### config.mk
export PLATFORM = sky130hd
export DESIGN_NAME = hashed_best_score_table
export DESIGN_NICKNAME = d
export VERILOG_FILES = /design/src/rtl/core/hbst_pkg.sv /design/src/rtl/core/hbst_hash.sv /design/src/rtl/core/hbst_table.sv /design/src/rtl/core/hashed_best_score_table.sv
export SDC_FILE = /design/constraint.sdc
export NUM_CORES = 2
export LEC_CHECK = 0
export BUFFER_PORTS_ARGS = -buffer_cell sky130_fd_sc_hd__buf_2
export CORE_ASPECT_RATIO = 1.5
export CORE_UTILIZATION = 50
export CTS_BUF_LIST = sky130_fd_sc_hd__clkbuf_8
export CTS_CLUSTER_DIAMETER = 120
export DETAILED_ROUTE_END_ITERATION = 8
export PLACE_DENSITY = 0.74
export SYNTH_ARGS = -nofsm -noshare
export SYNTH_HDL_FRONTEND = slang
export SYNTH_HIERARCHICAL = 1
export SYNTH_SLANG_ARGS = --single-unit
### constraint.sdc
create_clock -name clock -period 10.4 [get_ports clock]
set_clock_uncertainty 0.05 [all_clocks]
set_input_delay 1.04 -clock clock [delete_from_list [all_inputs] [get_ports clock]]
set_output_delay 1.04 -clock clock [all_outputs]
set_load 0.02 [all_outputs]
### src/rtl/core/hbst_pkg.sv
// Package for the hashed best-score table.
// Holds the entry record, hash constants, step codes and the control FSM type.
// No dependencies.
package hbst_pkg;

   localparam int unsigned SLOTS_DEFAULT = 32;

   localparam int unsigned HASH_W  = 16;
   localparam int unsigned KEY_W   = 16;
   localparam int unsigned LEVEL_W = 3;
   localparam int unsigned SCORE_W = 32;
   localparam int unsigned COMBO_W = 16;
   localparam int unsigned MASK_W  = 8;
   localparam int unsigned TOTAL_W = 32;

   localparam logic [HASH_W-1:0] HASH_SEED = 16'h811c;
   localparam logic [HASH_W-1:0] HASH_MULT = 16'h9101;

   // hash sequencer: three multiply rounds, a reciprocal quotient, a multiply-back remainder
   localparam int unsigned STEP_W = 3;
   localparam logic [STEP_W-1:0] ROUND_KEY_LO = 3'd0;
   localparam logic [STEP_W-1:0] ROUND_KEY_HI = 3'd1;
   localparam logic [STEP_W-1:0] ROUND_LEVEL  = 3'd2;
   localparam logic [STEP_W-1:0] STEP_QUOT    = 3'd3;
   localparam logic [STEP_W-1:0] STEP_REM     = 3'd4;

   localparam logic CMD_RECORD = 1'b0;
   localparam logic CMD_LOOKUP = 1'b1;

   typedef struct packed {
      logic [HASH_W-1:0]  tag;
      logic [LEVEL_W-1:0] level;
      logic [SCORE_W-1:0] score;
      logic [COMBO_W-1:0] combo;
      logic [MASK_W-1:0]  cleared;
   } entry_type;

   typedef struct packed {
      logic              done;
      logic [HASH_W-1:0] hash;
   } hash_res_type;

   typedef enum logic [1:0] {
      ST_IDLE,
      ST_HASH,
      ST_READ,
      ST_UPDATE
   } state_type;

endpackage

### src/rtl/core/hbst_hash.sv
// Iterative key hash and slot reduction for the hashed best-score table.
// One 16x16 multiplier runs three hash rounds, then a reciprocal multiply and a
// multiply-back with one correcting subtract form hash mod SLOTS. Uses hbst_pkg.
module hbst_hash #(
   parameter int unsigned SLOTS = hbst_pkg::SLOTS_DEFAULT
) (
   input  logic                               clock,
   input  logic                               reset,
   input  logic                               start,
   input  logic [hbst_pkg::KEY_W-1:0]         key_index,
   input  logic [hbst_pkg::LEVEL_W-1:0]       level,
   output hbst_pkg::hash_res_type             res,
   output logic [$clog2(SLOTS)-1:0]           slot
);

   localparam int unsigned SLOT_W = $clog2(SLOTS);
   // floor(2^16 / SLOTS): the quotient estimate is low by at most one
   localparam logic [hbst_pkg::HASH_W-1:0] RECIP   = 16'(65536 / SLOTS);
   localparam logic [hbst_pkg::HASH_W-1:0] SLOTS_H = 16'(SLOTS);

   logic                          busy_ff, busy_in;
   logic                          done_ff, done_in;
   logic [hbst_pkg::STEP_W-1:0]   step_ff, step_in;
   logic [hbst_pkg::HASH_W-1:0]   hash_ff, hash_in;
   logic [hbst_pkg::HASH_W-1:0]   quot_ff, quot_in;
   logic [SLOT_W-1:0]             rem_ff, rem_in;

   logic [7:0]                    mix_byte;
   logic [hbst_pkg::HASH_W-1:0]   mul_a;
   logic [hbst_pkg::HASH_W-1:0]   mul_b;
   logic [2*hbst_pkg::HASH_W-1:0] product;
   logic [hbst_pkg::HASH_W-1:0]   mixed;
   logic [hbst_pkg::HASH_W-1:0]   diff;

   always_comb begin
      case (step_ff)
         hbst_pkg::ROUND_KEY_LO: begin
            mix_byte = key_index[7:0];
         end
         hbst_pkg::ROUND_KEY_HI: begin
            mix_byte = key_index[15:8];
         end
         default: begin
            mix_byte = {5'b0, level};
         end
      endcase

      // shared multiplier operands
      case (step_ff)
         hbst_pkg::STEP_QUOT: begin
            mul_a = hash_ff;
            mul_b = RECIP;
         end
         hbst_pkg::STEP_REM: begin
            mul_a = quot_ff;
            mul_b = SLOTS_H;
         end
         default: begin
            mul_a = hash_ff ^ {8'b0, mix_byte};
            mul_b = hbst_pkg::HASH_MULT;
         end
      endcase

      product = {16'b0, mul_a} * {16'b0, mul_b};
      mixed   = product[hbst_pkg::HASH_W-1:0];

      // hash - quot*SLOTS stays below 2*SLOTS
      diff = hash_ff - product[hbst_pkg::HASH_W-1:0];
      if (diff >= SLOTS_H) begin
         diff = diff - SLOTS_H;
      end

      busy_in = busy_ff;
      done_in = 1'b0;
      step_in = step_ff;
      hash_in = hash_ff;
      quot_in = quot_ff;
      rem_in  = rem_ff;

      if (start) begin
         busy_in = 1'b1;
         step_in = '0;
         hash_in = hbst_pkg::HASH_SEED;
         rem_in  = '0;
      end else if (busy_ff) begin
         step_in = step_ff + 1'b1;
         case (step_ff)
            hbst_pkg::ROUND_LEVEL: begin
               // zero is reserved for empty entries
               if (mixed == '0) begin
                  hash_in = 16'd1;
               end else begin
                  hash_in = mixed;
               end
            end
            hbst_pkg::STEP_QUOT: begin
               quot_in = product[2*hbst_pkg::HASH_W-1:hbst_pkg::HASH_W];
            end
            hbst_pkg::STEP_REM: begin
               rem_in  = diff[SLOT_W-1:0];
               busy_in = 1'b0;
               done_in = 1'b1;
            end
            default: begin
               hash_in = mixed;
            end
         endcase
      end
   end

   always_ff @(posedge clock) begin
      if (reset) begin
         busy_ff <= 1'b0;
         done_ff <= 1'b0;
         step_ff <= '0;
      end else begin
         busy_ff <= busy_in;
         done_ff <= done_in;
         step_ff <= step_in;
      end
   end

   always_ff @(posedge clock) begin
      hash_ff <= hash_in;
      quot_ff <= quot_in;
      rem_ff  <= rem_in;
   end

   assign res.done = done_ff;
   assign res.hash = hash_ff;
   assign slot     = rem_ff;

endmodule

### src/rtl/core/hbst_table.sv
// Direct-mapped entry store for the hashed best-score table.
// One write port, one registered read port, per-entry valid bits cleared
// by reset; an invalid entry reads as all zero. Uses hbst_pkg.
module hbst_table #(
   parameter int unsigned SLOTS = hbst_pkg::SLOTS_DEFAULT
) (
   input  logic                        clock,
   input  logic                        reset,
   input  logic                        wr_en,
   input  logic [$clog2(SLOTS)-1:0]    wr_addr,
   input  hbst_pkg::entry_type         wr_entry,
   input  logic [$clog2(SLOTS)-1:0]    rd_addr,
   output hbst_pkg::entry_type         rd_entry
);

   hbst_pkg::entry_type mem [SLOTS];
   hbst_pkg::entry_type rd_data_ff;
   logic [SLOTS-1:0]    valid_ff;
   logic                rd_valid_ff;

   always_ff @(posedge clock) begin
      if (wr_en) begin
         mem[wr_addr] <= wr_entry;
      end
      rd_data_ff <= mem[rd_addr];
   end

   always_ff @(posedge clock) begin
      if (reset) begin
         valid_ff    <= '0;
         rd_valid_ff <= 1'b0;
      end else begin
         if (wr_en) begin
            valid_ff[wr_addr] <= 1'b1;
         end
         rd_valid_ff <= valid_ff[rd_addr];
      end
   end

   assign rd_entry = rd_valid_ff ? rd_data_ff : '0;

endmodule

### src/rtl/core/hashed_best_score_table.sv
// Hashed best-score table: a direct-mapped store of per-key best results,
// indexed by a 16-bit FNV-style hash of the key's two low bytes and level
// (a zero hash becomes one), taken mod SLOTS. A record (tuser 0) evicts a
// non-matching entry, keeps the max score and combo, ORs the level's cleared
// bit and bumps the wrapping play and score totals; a lookup (tuser 1)
// returns the entry only on a tag and level match. One item is in flight at
// a time and passes through the idle, hash, read and update states. The hash
// state covers the shared 16x16 multiplier (three hash rounds, a reciprocal
// multiply for the quotient, a multiply-back for the remainder with one
// correcting subtract) and the sequencer seeing the hash; then come the table
// read and the update, and the idle state takes the next transfer. The result
// sits in an output register, so a new request can be taken while it waits;
// that request then holds in the read state until the waiting result is
// taken. The table valid bits are cleared in the reset cycle; no sweep.
module hashed_best_score_table #(
   parameter int unsigned SLOTS = hbst_pkg::SLOTS_DEFAULT
) (
   input  logic         clock,
   input  logic         reset,

   input  logic         req_tvalid,
   output logic         req_tready,
   input  logic         req_tuser,   // command (0 record, 1 lookup)
   input  logic [71:0]  req_tdata,   // key_index[15:0], level[18:16],
                                     // new_score[50:19], new_combo[66:51],
                                     // was_cleared[67], zero pad [71:68]

   output logic         rsp_tvalid,
   input  logic         rsp_tready,
   output logic         rsp_tuser,   // hit
   output logic [119:0] rsp_tdata    // top_score[31:0], top_combo[47:32],
                                     // cleared_mask[55:48], play_count[87:56],
                                     // score_sum[119:88]
);

   localparam int unsigned SLOT_W = $clog2(SLOTS);

   hbst_pkg::state_type state_ff, state_in;

   // captured request
   logic                           cmd_ff;
   logic [hbst_pkg::KEY_W-1:0]     key_ff;
   logic [hbst_pkg::LEVEL_W-1:0]   level_ff;
   logic [hbst_pkg::SCORE_W-1:0]   score_ff;
   logic [hbst_pkg::COMBO_W-1:0]   combo_ff;
   logic                           clr_ff;

   // running totals
   logic [hbst_pkg::TOTAL_W-1:0]   plays_ff, plays_in;
   logic [hbst_pkg::TOTAL_W-1:0]   sums_ff, sums_in;

   // result register
   logic                           rsp_valid_ff, rsp_valid_in;
   logic                           rsp_hit_ff, rsp_hit_in;
   hbst_pkg::entry_type            rsp_entry_ff, rsp_entry_in;

   logic                           req_accept;
   logic                           rsp_load;
   logic                           tbl_wr_en;
   hbst_pkg::hash_res_type         hash_res;
   logic [SLOT_W-1:0]              slot;
   hbst_pkg::entry_type            rd_entry;
   hbst_pkg::entry_type            base_entry;
   hbst_pkg::entry_type            new_entry;
   logic                           match;
   logic                           is_record;

   assign req_tready = (state_ff == hbst_pkg::ST_IDLE);
   assign req_accept = req_tvalid && req_tready;
   assign is_record  = (cmd_ff == hbst_pkg::CMD_RECORD);

   hbst_hash #(
      .SLOTS(SLOTS)
   ) u_hash (
      .clock     (clock),
      .reset     (reset),
      .start     (req_accept),
      .key_index (key_ff),
      .level     (level_ff),
      .res       (hash_res),
      .slot      (slot)
   );

   hbst_table #(
      .SLOTS(SLOTS)
   ) u_table (
      .clock    (clock),
      .reset    (reset),
      .wr_en    (tbl_wr_en),
      .wr_addr  (slot),
      .wr_entry (new_entry),
      .rd_addr  (slot),
      .rd_entry (rd_entry)
   );

   // entry update: a miss on record starts from a fresh entry for this key
   always_comb begin
      match = (rd_entry.tag == hash_res.hash) && (rd_entry.level == level_ff);

      if (match) begin
         base_entry = rd_entry;
      end else begin
         base_entry         = '0;
         base_entry.tag     = hash_res.hash;
         base_entry.level   = level_ff;
      end

      new_entry = base_entry;
      if (score_ff > base_entry.score) begin
         new_entry.score = score_ff;
      end
      if (combo_ff > base_entry.combo) begin
         new_entry.combo = combo_ff;
      end
      if (clr_ff) begin
         new_entry.cleared = base_entry.cleared | (8'd1 << level_ff);
      end
   end

   // sequencer
   always_comb begin
      state_in     = state_ff;
      tbl_wr_en    = 1'b0;
      rsp_load     = 1'b0;
      plays_in     = plays_ff;
      sums_in      = sums_ff;
      rsp_hit_in   = rsp_hit_ff;
      rsp_entry_in = rsp_entry_ff;

      case (state_ff)
         hbst_pkg::ST_IDLE: begin
            if (req_accept) begin
               state_in = hbst_pkg::ST_HASH;
            end
         end
         hbst_pkg::ST_HASH: begin
            if (hash_res.done) begin
               state_in = hbst_pkg::ST_READ;
            end
         end
         hbst_pkg::ST_READ: begin
            // table re-reads the same slot while the output is occupied
            if (!rsp_valid_ff || rsp_tready) begin
               state_in = hbst_pkg::ST_UPDATE;
            end
         end
         hbst_pkg::ST_UPDATE: begin
            rsp_load = 1'b1;
            state_in = hbst_pkg::ST_IDLE;
            if (is_record) begin
               tbl_wr_en    = 1'b1;
               plays_in     = plays_ff + 1'b1;
               sums_in      = sums_ff + score_ff;
               rsp_hit_in   = 1'b1;
               rsp_entry_in = new_entry;
            end else begin
               rsp_hit_in   = match;
               rsp_entry_in = match ? rd_entry : '0;
            end
         end
         default: begin
            state_in = hbst_pkg::ST_IDLE;
         end
      endcase

      if (rsp_load) begin
         rsp_valid_in = 1'b1;
      end else if (rsp_tready) begin
         rsp_valid_in = 1'b0;
      end else begin
         rsp_valid_in = rsp_valid_ff;
      end
   end

   always_ff @(posedge clock) begin
      if (reset) begin
         state_ff     <= hbst_pkg::ST_IDLE;
         rsp_valid_ff <= 1'b0;
         plays_ff     <= '0;
         sums_ff      <= '0;
      end else begin
         state_ff     <= state_in;
         rsp_valid_ff <= rsp_valid_in;
         plays_ff     <= plays_in;
         sums_ff      <= sums_in;
      end
   end

   always_ff @(posedge clock) begin
      if (req_accept) begin
         cmd_ff   <= req_tuser;
         key_ff   <= req_tdata[15:0];
         level_ff <= req_tdata[18:16];
         score_ff <= req_tdata[50:19];
         combo_ff <= req_tdata[66:51];
         clr_ff   <= req_tdata[67];
      end
      rsp_hit_ff   <= rsp_hit_in;
      rsp_entry_ff <= rsp_entry_in;
   end

   assign rsp_tvalid = rsp_valid_ff;
   assign rsp_tuser  = rsp_hit_ff;
   assign rsp_tdata  = {sums_ff, plays_ff, rsp_entry_ff.cleared,
                        rsp_entry_ff.combo, rsp_entry_ff.score};

`ifndef NO_ASSERTIONS
   // a new result only ever comes out of the update cycle
   a_rsp_from_update: assert property (@(posedge clock) disable iff (reset)
      $rose(rsp_tvalid) |-> $past(state_ff == hbst_pkg::ST_UPDATE))
      else $error("result appeared outside the update cycle");

   // hash unit finishes only while the sequencer waits for it
   a_hash_done_in_hash: assert property (@(posedge clock) disable iff (reset)
      hash_res.done |-> (state_ff == hbst_pkg::ST_HASH))
      else $error("hash completion outside hash wait");

   // play total moves only on a record update
   a_plays_on_record: assert property (@(posedge clock) disable iff (reset)
      (plays_ff != $past(plays_ff)) |->
         $past(state_ff == hbst_pkg::ST_UPDATE && is_record))
      else $error("play total changed without a record");

   // a record always reports a hit
   a_record_hits: assert property (@(posedge clock) disable iff (reset)
      (state_ff == hbst_pkg::ST_UPDATE && is_record) |=> (rsp_tvalid && rsp_tuser))
      else $error("record result without hit");
`endif

endmodule

### Word-level counts from Yosys, hierarchy flattened

Memory sizes are Yosys's and may differ from the RTL's. A register that Yosys moved wholly into a read port is not among the register bits.
Cells that the tools add are included.

| word-level totals | value |
|---|---|
| bits in read-only memories | 0 |
| memories kept | 1 |
| memory bits (writable) | 2400 |
| latch bits | 0 |
| output and inout port bits | 123 |
| flip-flop bits (word level) | 268 |
| word-level logic and storage cells | 103 |
| input bits | 77 |

Memory list:

| name | depth | bits a word | read ports | clocked after memory_dff | wr ports | RTL line | RTL |
|---|---|---|---|---|---|---|---|
| u_table.mem | 32 | 75 | 1 | 1 | 1 | hbst_table.sv:16 | `hbst_pkg::entry_type mem [SLOTS];` |

| cells by class | value |
|---|---|
| order comparisons | 5 |
| multipliers | 1 |
| reduce and logical (&&, ||, !) cells | 17 |
| add/sub/neg operators | 5 |
| muxes and demuxes | 32 |
| bitwise logic cells | 7 |
| equality and inequality tests | 12 |
| divide/modulo/power cells | 0 |
| shift-type cells | 1 |

Operators with widths:

| cell | number |
|---|---|
| 2-to-1 mux 75 bit | 2 |
| 2-to-1 mux 56 bit | 2 |
| case mux 16 bit (2 select lines) | 3 |
| adder 32 x 1 -> 32 bit (second input constant) | 1 |
| adder 32 bit | 1 |
| > comparator 32 bit | 1 |
| multiplier 16 x 16 -> 32 bit | 1 |
| 2-to-1 mux 16 bit | 2 |
| 2-to-1 mux 32 bit | 1 |
| OR 32 bit | 1 |
| equality test 16 bit | 1 |
| greater-or-equal comparator 16 x 6 -> 1 bit (second input constant) | 1 |
| > comparator 16 bit | 1 |
| logical NOT 16 bit | 1 |
| case mux 8 bit (2 select lines) | 1 |
| subtractor 16 bit | 1 |
| XOR 16 x 8 -> 16 bit | 1 |
| 2-to-1 mux 1 bit | 13 |
| 2-to-1 mux 8 bit | 1 |
| OR 8 bit | 1 |
| case mux 2 bit (4 select lines) | 1 |
| << shifter 1 x 3 -> 8 bit (first input constant) | 1 |
| equality test 3 x 2 -> 1 bit (second input constant) | 2 |
| < comparator 5 x 6 -> 1 bit (second input constant) | 1 |
| other kinds (25) | 38 |

### Depth between registers and ports, before layout

| logic depth | value |
|---|---|
| depth after elaboration | 8 |
| depth in mapped cells | 25 |

### Hierarchy

Netlist, hierarchy kept.

By module, submodules not included:

| module | area each (um^2) | cells each | times used |
|---|---|---|---|
| hbst_table | 94137.8 | 3793 | 1 |
| hashed_best_score_table | 11254.5 | 1083 | 1 |
| hbst_hash | 5816.8 | 650 | 1 |

### Least setup slack after synthesis

OpenSTA, ideal clock, no wires.

| timing | value |
|---|---|
| path kind | register -> register |
| start point | register state_ff[1] |
| end point | memory u_table/mem[28][0] in the netlist's numbering (enable) |
| path slack | 3.143 ns |
| path buffers | 4 |
| arrival | 6.697 ns |
| clock period less this slack | 7.257 ns |
| library setup time | 0.511 ns |
| cell stages (with the launch flop) | 10 |
| path through | dfxtp_1 ha_1 nand2b_1 clkbuf_1 inv_1 clkbuf_1 buf_1 or3b_2 clkbuf_1 nor2_1 |

| on the way | value |
|---|---|
| cells in the longest elaborated chain, start to end | 4 |

Ends and longest elaborated chain:

| what | RTL line | RTL |
|---|---|---|
| from (decl) | hashed_best_score_table.sv:38 | `hbst_pkg::state_type state_ff, state_in;` |
| from (signal assigned) | hashed_best_score_table.sv:177 | `state_ff <= hbst_pkg::ST_IDLE;` |
| from (signal assigned) | hashed_best_score_table.sv:182 | `state_ff <= state_in;` |
| equality test 2 bit | hashed_best_score_table.sv:130 | `case (state_ff)` |
| 2-to-1 mux 1 bit | hashed_best_score_table.sv:130 |  |
| named net tbl_wr_en | hashed_best_score_table.sv:59 | `logic tbl_wr_en;` |
| 2-to-1 mux 1 bit | hbst_table.sv:22 | `if (wr_en) begin` |
| 2-to-1 mux 1 bit (implied by the code) | hbst_table.sv:23 | `mem[wr_addr] <= wr_entry;` |
| to (decl) | hbst_table.sv:16 |  |

The timed path passes the listed nets, and every way through them passes these cells.

### Worst setup path in the final report

| timing | value |
|---|---|
| start point | register u_hash/step_ff[0] in the netlist's numbering |
| end point | register u_hash/quot_ff[15] in the netlist's numbering, data pin |

| on the way | value |
|---|---|
| cells in the longest elaborated chain, start to end | 5 |

Ends and longest elaborated chain:

| what | RTL line | RTL |
|---|---|---|
| from (decl) | hbst_hash.sv:23 | `logic [hbst_pkg::STEP_W-1:0] step_ff, step_in;` |
| from (signal assigned) | hbst_hash.sv:119 | `step_ff <= step_in;` |
| equality test 3 x 1 -> 1 bit / logical NOT 3 bit (equally long branches) | hbst_hash.sv:36 | `case (step_ff)` |
| case mux 8 bit (2 select lines) | hbst_hash.sv:36 |  |
| XOR 16 x 8 -> 16 bit | hbst_hash.sv:59 | `mul_a = hash_ff ^ {8'b0, mix_byte};` |
| case mux 16 bit (2 select lines) | hbst_hash.sv:49 | `case (step_ff)` |
| multiplier 16 x 16 -> 32 bit (*) | hbst_hash.sv:64 | `product = {16'b0, mul_a} * {16'b0, mul_b};` |
| named net u_hash.product, one bit | hbst_hash.sv:31 | `logic [2*hbst_pkg::HASH_W-1:0] product;` |
| to (signal assigned) | hbst_hash.sv:125 | `quot_ff <= quot_in;` |
| to (decl) | hbst_hash.sv:25 | `logic [hbst_pkg::HASH_W-1:0] quot_ff, quot_in;` |

The timed path passes the listed nets; every way through them passes the cells marked *.
A chain may end at the register's enable or synchronous reset.

==> metrics.md <==
| Metric | Value |
|---|---|
| Status | `complete, no violations` |
| Reg2reg end | `u_hash/quot_ff[15]$_DFFE_PP_` |
| Drt drc | `0` |
| Sequence of cells on the critical path | `inv_1 > ha_1 > and2_1 > a21oi_1 > nand2b_1 > inv_1 > ha_1 > ha_1 > inv_1 > fa_1 > inv_1 > fa_1 > fa_1 > fa_1 > ha_1 > o21a_1 > nor2_1 > o311ai_1 > a21boi_0 > o31a_1 > nor4_1` |
| Placed cells | `8,446` |
| Tmin final | `7400 ps` |
| Synth Instances | `5,526` |
| WS Path Type | `flip-flop to flip-flop` |
| Final non-filler cell total | `9,168` |
| Initial Utilization | `50.4%` |
| CTS H-tree lvls | `5` |
| Maxcap violations | `0` |
| Layout fillers | `16,053` |
| Largest net degree at the start of global routing | `144` |
| Routed Antenna Nets | `0` |
| Global Route Usage Sum | `24.0%` |
| Vias per inst | `6.22` |
| Static Leakage | `40.4 nW` |
| Crit Path Max Fanout | `18` |
| Clk_lat worst skew | `1010 ps` |
| Grt total ovfl | `0` |
| FF-to-FF path depth | `21` |
| Worst-margin pin slew | `1200 ps` |
| RSZ-0062 raised after global routing | `false` |
| Max_slew headroom | `18.8%` |
| Crit path from | `u_hash/step_ff[0]$_SDFFE_PP0P_` |
| Cts repair resizes | `0` |
| Drt first pass iters | `6` |
| Fin. Hold Viols | `0` |
| Die W | `387 µm` |
| I/O Buffers | `195` |
| Chip height | `580 µm` |
| Top cells by area, synth | `edfxtp_1 69%, mux4_2 15%, dfxtp_1 3.6%, ha_1 2.4%, mux2_2 1.7%` |
| CP arrival | `8130 ps` |
| Setup TNS after final layout | `0 ps` |
| DP HPWL | `142 mm` |
| Via count | `57,061` |
| Crit-path slowest cell | `a21oi_1` |
| VDD IR max | `423 µV` |
| Crit end category | `flip-flop` |
| CP Capture Point | `u_hash/quot_ff[15]$_DFFE_PP_` |
| CP delay by family, top | `adder cells` |
| Antenna violations before repair | `11` |
| Clock buffer count from CTS | `390` |
| First-pass GRT wire length | `392 mm` |
| Count of cell types in the netlist | `81` |
| Most instantiated cells after synthesis | `2,542 x edfxtp_1, 729 x mux4_2, 236 x nor2_1` |
| CP required | `11,130 ps` |
| Crit path largest cell delay | `840 ps` |
| CP Depth | `21` |
| Post-DR wirelength/cell | `29.5 µm` |
| Hold buffers post-CTS | `0` |
| # setup viols final | `0` |
| Drt total wl | `271 mm` |
| Sequential area share after synthesis | `72.3%` |
| Total power | `28.0 mW` |
| Worst hold path type | `input port to flip-flop` |
| CTS sink count | `2,743` |
| Fmax | `0.135 GHz` |
| Syn nets | `5,857` |
| CTS clk-pin slew, worst paths | `70 ps` |
| Slew Limit Fails | `0` |
| Ys Warns | `6` |
| Die Area | `224,000 µm²` |
| R2R Path Start | `u_hash/step_ff[0]$_SDFFE_PP0P_` |
| Area Overhead vs Synth | `11.3%` |
| Post-synth EDFFs | `2,542` |
| Initial DRC count | `6,355` |
| Vias in the first global route | `58,139` |
| Placer Congestion | `0.866` |
| Layout cells sized above 1 | `29.1%` |
| Nets | `6,294` |
| R2R Setup Slk | `3000 ps` |
| Tcrit/Tclk final | `71.1%` |
| Post-synth top area share | `68.6%` |
| Post-CTS Setup Inserts | `0` |
| Row cnt | `211` |
| Buf+Inv Stages, Crit Path | `4` |
| Register bit total from synthesis | `2,743` |
| Pwr/cell area | `226 nW/µm²` |
| Worst Setup Start Kind | `flip-flop` |
| Count leader, synth | `edfxtp_1` |
| CTS Root Cell | `clkbuf_8` |
| Synth Cell Area | `111,000 µm²` |
| Clock tree buffer depth | `4` |
| Post-Syn Area per Cell | `20.1 µm²` |
| IO Count | `200` |
| Largest area contributor in the netlist | `edfxtp_1` |
| Primary FF master, synth | `edfxtp_1` |
| Core ar. | `221,000 µm²` |
| CTS tree | `done` |
| Ys async rst share | `0%` |
per-stage QoR:
stage               utilization, %  cell area [µm²]  hold slack, ps  setup slack, ps
floorplan                        -           111000             385             3140
global placement              52.5           116000             393             3230
detailed placement            52.5           116000             409             3140
CTS                           56.1           124000            94.6             3100
global route                  56.1           124000             148             2560
finish                        56.1           124000             179             3000
area by class of cell:
class / count / area [µm²] / share of cell area [%]
antenna: 4 / 10.0 / 0.00809
tap: 2875 / 3600 / 2.91
clock buffer: 434 / 5970 / 4.83
inverter: 132 / 503 / 0.406
multi-input combinational: 2375 / 29400 / 23.8
sequential: 2743 / 80400 / 64.9
timing repair buffer: 321 / 2060 / 1.67
clock inverter: 284 / 1820 / 1.47
state kept, by name, summed over array words and instances (netlist names), 2 cells and up:
register and flops:
u_table/rd_data_ff 75, u_table/mem 2400, plays_ff 32, key_ff 16, rsp_tdata 56, u_table/valid_ff 32
state_ff 2, score_ff 32, u_hash/slot 5, u_hash/step_ff 3, combo_ff 16, u_hash/hash_ff 16
u_hash/quot_ff 16, level_ff 3, sums_ff 32
logic make-up (layout without fill, tap and decap cells):
logic type,Yosys count,in the layout,synth area share (%)
AOI/OAI and AO/OA,369,369,2.15
xor gates and xnor gates,96,96,0.756
adders and majority gates,254,254,3.14
buffers and inverters,408,1171,1.56
DFF,2743,2743,72.3
muxes,953,953,17.0
other,0,4,0
and+or+nand+nor,703,703,3.16
metal layers:
layer	GRT usage, %	wire length [µm]	vias up
met3	3.93	23800	532
met2	41.5	139000	3030
met1	31.1	100000	30102
met4	7.38	8090	2
li1	-	-	23395
met5	0	20	-
power by group:
group          switching, mW  leakage (nW)  internal (mW)
sequential             0.228          24.8           13.0
combinational           3.82          11.2           2.51
clock                   4.07          4.43           4.38
total                   8.12          40.4           19.9
placed cells by master (no fill, tap or decap), types with 13 or more instances in the layout:
master	n
nand3b_1	14
ha_1	211
nand3_1	36
mux2_2	167
nand2b_1	15
o21ai_0	47
nor2b_1	19
inv_1	242
dfxtp_1	196
a21oi_1	124
fa_1	42
nand4_1	36
clkinv_2	65
nor2_4	32
xnor2_1	38
a211oi_1	18
buf_2	194
nor3_1	16
nand2_1	124
buf_4	116
and2_1	133
mux4_2	729
edfxtp_1	2542
xor2_1	58
nor2_1	203
mux2i_1	54
a21o_1	40
or3_1	13
bufinv_16	21
clkbuf_8	434
and3_1	16
clkinv_1	63
a22oi_1	28
worst min-delay path by stage:
stage	startpoint	depth (start not counted)	endpoint	slack [ps]
floorplan	u_table/valid_ff[12]$_SDFFE_PP0P_	2	u_table/valid_ff[12]$_SDFFE_PP0P_	380
global placement	u_table/valid_ff[22]$_SDFFE_PP0P_	2	u_table/valid_ff[22]$_SDFFE_PP0P_	390
detailed placement	u_table/valid_ff[27]$_SDFFE_PP0P_	2	u_table/valid_ff[27]$_SDFFE_PP0P_	410
CTS	req_tdata[35]	1	score_ff[16]$_DFFE_PP_	90
global route	req_tdata[53]	1	combo_ff[2]$_DFFE_PP_	150
finish	req_tdata[35]	1	score_ff[16]$_DFFE_PP_	180
worst reg2reg max path, stage by stage (launching register included):
cell and delay, ps:
dfxtp_1 400, inv_1 90, ha_1 330, and2_1 450
a21oi_1 840, nand2b_1 220, inv_1 210, ha_1 260
ha_1 190, inv_1 70, fa_1 460, inv_1 110
fa_1 420, fa_1 530, fa_1 500, ha_1 400
o21a_1 200, nor2_1 50, o311ai_1 470, a21boi_0 370
o31a_1 370, nor4_1 250
Power figures use the tool's default switching activity.
